File: config.mk
export PLATFORM = sky130hd
export DESIGN_NAME = gmps_cell
export DESIGN_NICKNAME = d
export VERILOG_FILES = /design/src/hdl/gmps_pkg.sv /design/src/hdl/gmps_cell.sv
export SDC_FILE = /design/constraint.sdc
export NUM_CORES = 1
export LEC_CHECK = 0
export ABC_AREA = 1
export BUFFER_PORTS_ARGS = -buffer_cell sky130_fd_sc_hd__buf_4
export CAP_MARGIN = 20
export CORE_UTILIZATION = 42
export CTS_BUF_LIST = sky130_fd_sc_hd__clkbuf_8
export DETAILED_ROUTE_END_ITERATION = 7
export PLACE_DENSITY = 0.81
export REMOVE_ABC_BUFFERS = 1
export SLEW_MARGIN = 25
export SYNTH_ARGS = -nofsm -noshare
export SYNTH_HDL_FRONTEND = slang
export SYNTH_SLANG_ARGS = --single-unit
File: constraint.sdc
create_clock -name clock -period 1.39 [get_ports clock]
set_input_delay 0.2085 -clock clock [delete_from_list [all_inputs] [get_ports clock]]
set_output_delay 0.2085 -clock clock [all_outputs]
set_load 0.02 [all_outputs]
File: src/hdl/gmps_pkg.sv
`timescale 1ns / 1ps
// ----------------------------------------------------------------------------
// Grid maximum path sum: shared package
// Widths, register indexes and the broadcast bundle that the top level
// drives into every cell of the line-sum chain.
// ----------------------------------------------------------------------------
package gmps_pkg;

   localparam int COIN_W       = 16;
   localparam int SUM_W        = 24;
   localparam int CFG_W        = 8;
   localparam int CSR_DATA_W   = 32;
   localparam int CSR_ADDR_W   = 3;
   localparam int DEF_MAX_COLS = 128;
   localparam int DEF_MAX_ROWS = 128;

   localparam logic [SUM_W-1:0] SUM_MAX = {SUM_W{1'b1}};

   localparam logic CSR_GRID_ROWS = 1'b0;
   localparam logic CSR_GRID_COLS = 1'b1;

   typedef struct packed {
      logic             shift;
      logic [SUM_W-1:0] sum;
   } cell_bcast_type;

endpackage

File: src/hdl/gmps_cell.sv
`timescale 1ns / 1ps
// ----------------------------------------------------------------------------
// Grid maximum path sum: line-sum cell
// Holds one accumulated sum of the previous row. On every accepted
// transaction it takes its neighbor's value, or the new sum when it is
// the cell where the line currently begins.
// ----------------------------------------------------------------------------
module gmps_cell #(
   parameter int COL_W      = 7,
   parameter int CELL_INDEX = 0
) (
   input  logic                          clock,
   input  gmps_pkg::cell_bcast_type      bcast,
   input  logic [COL_W-1:0]              inject_pos,
   input  logic [gmps_pkg::SUM_W-1:0]    prev_sum,
   output logic [gmps_pkg::SUM_W-1:0]    cell_sum
);

   logic [gmps_pkg::SUM_W-1:0] sum_ff;
   logic [gmps_pkg::SUM_W-1:0] sum_in;

   assign sum_in   = (inject_pos == COL_W'(CELL_INDEX)) ? bcast.sum : prev_sum;
   assign cell_sum = sum_ff;

   always_ff @(posedge clock) begin
      if (bcast.shift) begin
         sum_ff <= sum_in;
      end
   end

endmodule

### Word level (Yosys, flattened, before mapping)

Cells that the tools add are included.
Widths: inputs -> output; s select.

* muxes and demuxes: 1
* reductions and logical operators: 1

Operator list (count)
* $mux 24: 1
* $logic_not 7->1: 1

* output and inout bits: 24
* flip-flop bits (word level): 24
* input port bits: 57
* word-level logic and storage cells: 3

### Depth between registers and ports, before layout

* depth in word-level cells: 2
* gate-level depth with buffers: 6
* gate-level depth less buffers: 5

### Least setup slack after synthesis

Ideal clock, no wire load.

* path type: input port to flip-flop
* start: in inject_pos[5]
* end: reg sum_ff (netlist bit cell_sum[12]), data pin
* arrival: 0.799 ns
* stages: 5
* data required time: 1.132 ns
* setup slack: 0.333 ns
* setup time: 0.258 ns
* cells stage by stage: nor2_2 > nand2_4 > clkbuf_2 > o21ai_0 > nand2_1

* word-level cells in the longest chain between the ends: 2

RTL lines
* start, declared: RTL line gmps_cell.sv:14 `input logic [COL_W-1:0] inject_pos,`
* $logic_not 7->1: RTL line gmps_cell.sv:22 `assign sum_in = (inject_pos == COL_W'(CELL_INDEX)) ? bcast.sum : prev_sum;`
* $mux 24: RTL line gmps_cell.sv:22
* via sum_in (one bit): RTL line gmps_cell.sv:20 `logic [gmps_pkg::SUM_W-1:0] sum_in;`
* end signal, assigned: RTL line gmps_cell.sv:27 `sum_ff <= sum_in;`
* end, declared: RTL line gmps_cell.sv:19 `logic [gmps_pkg::SUM_W-1:0] sum_ff;`

The timed path passes the listed nets, and every way through them passes these cells.
A chain may end at the register's enable or synchronous reset.

### Worst setup path after layout

* start: in inject_pos[3]
* end: reg sum_ff (netlist bit cell_sum[8]), data pin

The elaborated chain is that of the path after synthesis.

==> summary.txt <==
Routing
  – Post-route ant nets: 0
  – Drt total wl: 2844 um
  – DR vias: 1,088
  – Routed len/inst: 12.87 um
  – Iter 0 DRT Violations: 15
  – Pre-antenna DRT Iters: 4
  – Vias per cell: 4.923
  – DRC Markers: 0

Placement
  – GPL Wtd Cong: 0.7657
  – Dpl cells: 217
  – Hpwl dp: 2210 um
  – Number of I/O port buffers: 80

Outcome
  – Status: completed

Layout
  – Multi-input logic area: 381.6 um^2
  – Fillers: 193
  – Final Util: 0.7198
  – Ant. Diodes: 0
  – Share of cells above drive strength 1: 0.5393
  – Final non-filler cell total: 221
  – # nets final: 249
  – FF/Latch Area: 720.7 um^2
  – Max FFs per register: 24
  – Commonest non-fill, non-tap cell in the layout: buf_4
  – Leading cell types in the layout, fill and taps excluded: buf_4, nand2_1, edfxtp_1
  – Synth-to-Final Area Change: 58.27%

Hold path
  – Hold Crit Class: in -> reg

CTS
  – Clock sinks: 24
  – # hold bufs at CTS: 0
  – Clk Tree Root Cell: clkbuf_8
  – Post-CTS Setup Inserts: 0
  – Num CTS Buffers: 3
  – H-tree level count: 1
  – Clock Path Buffers: 2
  – CTS tree: yes
  – Post-CTS resize count: 0
  – CTS clk-pin slew, worst paths: 80 ps

Timing
  – Rel. slew slack: 0.7929
  – Worst-Margin Slew: 310.6 ps
  – RSZ-0062 raised after global routing: no
  – Min Tclk post-route: 1043 ps
  – Max Freq: 0.9583 GHz
  – Final TNS setup: 0 ps
  – Post-route clock period utilization: 0.7507
  – Final Hold Vio Count: 0
  – Slew Viols, Final: 0
  – Hold WS: 215.7 ps
  – Setup violators final: 0

Yosys
  – Syn Std Cell Area: 0.001157 mm^2
  – Synth Area in Simple Gates: 0.2259
  – Yosys top cell area share: 0.6227
  – Main combinational cell family by area after synthesis: simple AND/OR/NAND/NOR gates
  – FF+latch count, synth: 24
  – Synth area leaders: edfxtp_1, nand2_1, nand2_2
  – Adder-cell share of the synthesized area: 0
  – Register area share after synthesis: 0.6227
  – Cells after Synth: 109
  – Dominant cell type by area after synthesis: edfxtp_1
  – Avg Cell Area, Syn: 10.62 um^2
  – Multiplexer share of the synthesized area: 0
  – Compound-cell area share of the yosys netlist: 0.1038
  – Yosys cell types: 13
  – Synth warn: 0
  – Post-Synth XOR/XNOR Area: 0

Global route
  – Pin count of the biggest net entering global routing: 26
  – Total GRT Usage: 0.2009
  – Initial antenna violation count: 0
  – Vias in the first global route: 1,045
  – GRT overflow: 0
  – First-pass GRT wire length: 4188 um

Worst setup path
  – Slowest CP cell: buf_4
  – Critical Path End Type: flop
  – Critical path's top delay family: simple AND/OR/NAND/NOR gates
  – Max stage delay on crit path: 230 ps
  – Worst endpoint data arrival time: 1060 ps
  – Crit-path cells: buf_4 -> nor2_2 -> nand2_2 -> buf_4 -> o21ai_0 -> nand2_1
  – CP bufs+invs: 2
  – Critical Path Source Type: input port
  – Most common cell type on the critical path: buf_4
  – Crit Path Class: in -> reg
  – Crit Path Max Fanout: 10
  – Worst Path Required: 1410 ps

Floorplan
  – Die Wd: 54.50 um
  – Core region area: 0.002545 mm^2
  – Die Area: 0.002970 mm^2
  – Top Ports: 81
  – Initial core utilization: 0.4548
  – Row cnt: 18
  – Die Y: 54.50 um

Power
  – Leak: 0.8447 nW
  – Pwr Total: 1.644 mW
  – Pwr/cell area: 897.6 mW/mm^2
  – Peak supply drop: 0.5568 mV

Flow run
  – Max cap viols: 0
[cells by family after synthesis]
family,count (synthesis)
DFF,24
AOI/OAI and AO/OA,24
and+or+nand+nor,54
buffers and inverters,7
[power by group]
group | internal [mW] | total (mW) | switching, mW | leakage (nW)
logic | 0.186 | 0.358 | 0.172 | 0.587
registers | 0.861 | 0.877 | 0.0160 | 0.235
clock network | 0.197 | 0.409 | 0.212 | 0.0231
[Yosys cell counts]
cell type	count
nand2_4	1
buf_6	1
nand2_2	11
buf_2	3
edfxtp_1	24
inv_1	1
buf_12	1
nor2_8	1
clkbuf_2	1
nor2_2	3
o21ai_0	12
nand2_1	38
o21ai_1	12
[path summary, 6_finish.rpt]
| check | slack, ps | start | endpoint | depth (start not counted) |
|---|---|---|---|---|
| worst min-delay path | 220 | bcast[11] | cell_sum[11]$_DFFE_PP_ | 3 |
| worst max-delay path | 350 | inject_pos[3] | cell_sum[8]$_DFFE_PP_ | 6 |
[through the flow]
stage / instance area (um^2) / setup slack [ps]
3_5_place_dp: 1787 / 64.16
2_1_floorplan: 1106 / 262.5
4_1_cts: 1832 / 349.8
3_3_place_gp: 1787 / 113.1
5_1_grt: 1832 / 239.9
6_report: 1832 / 346.5
[cell type report]
class                   instances  share of cell area
flip-flops and latches         24              0.3934
inverters                       1            0.002049
clock inverters                 1            0.002049
multi-input cells              78              0.2083
well taps                      30             0.02049
repair buffers                 84              0.3511
clock buffers                   3             0.02254
[layer usage]
metal,part of all wire,track usage,wire [um],up-vias
met5,0,0,0,-
met1,0.38,0.2238,1070,476
met3,0.096,0.02500,272,6
met2,0.51,0.3679,1439,72
li1,-,-,-,534
met4,0.022,0.1068,63,0
No activity file was read; power rests on OpenSTA's default activity.
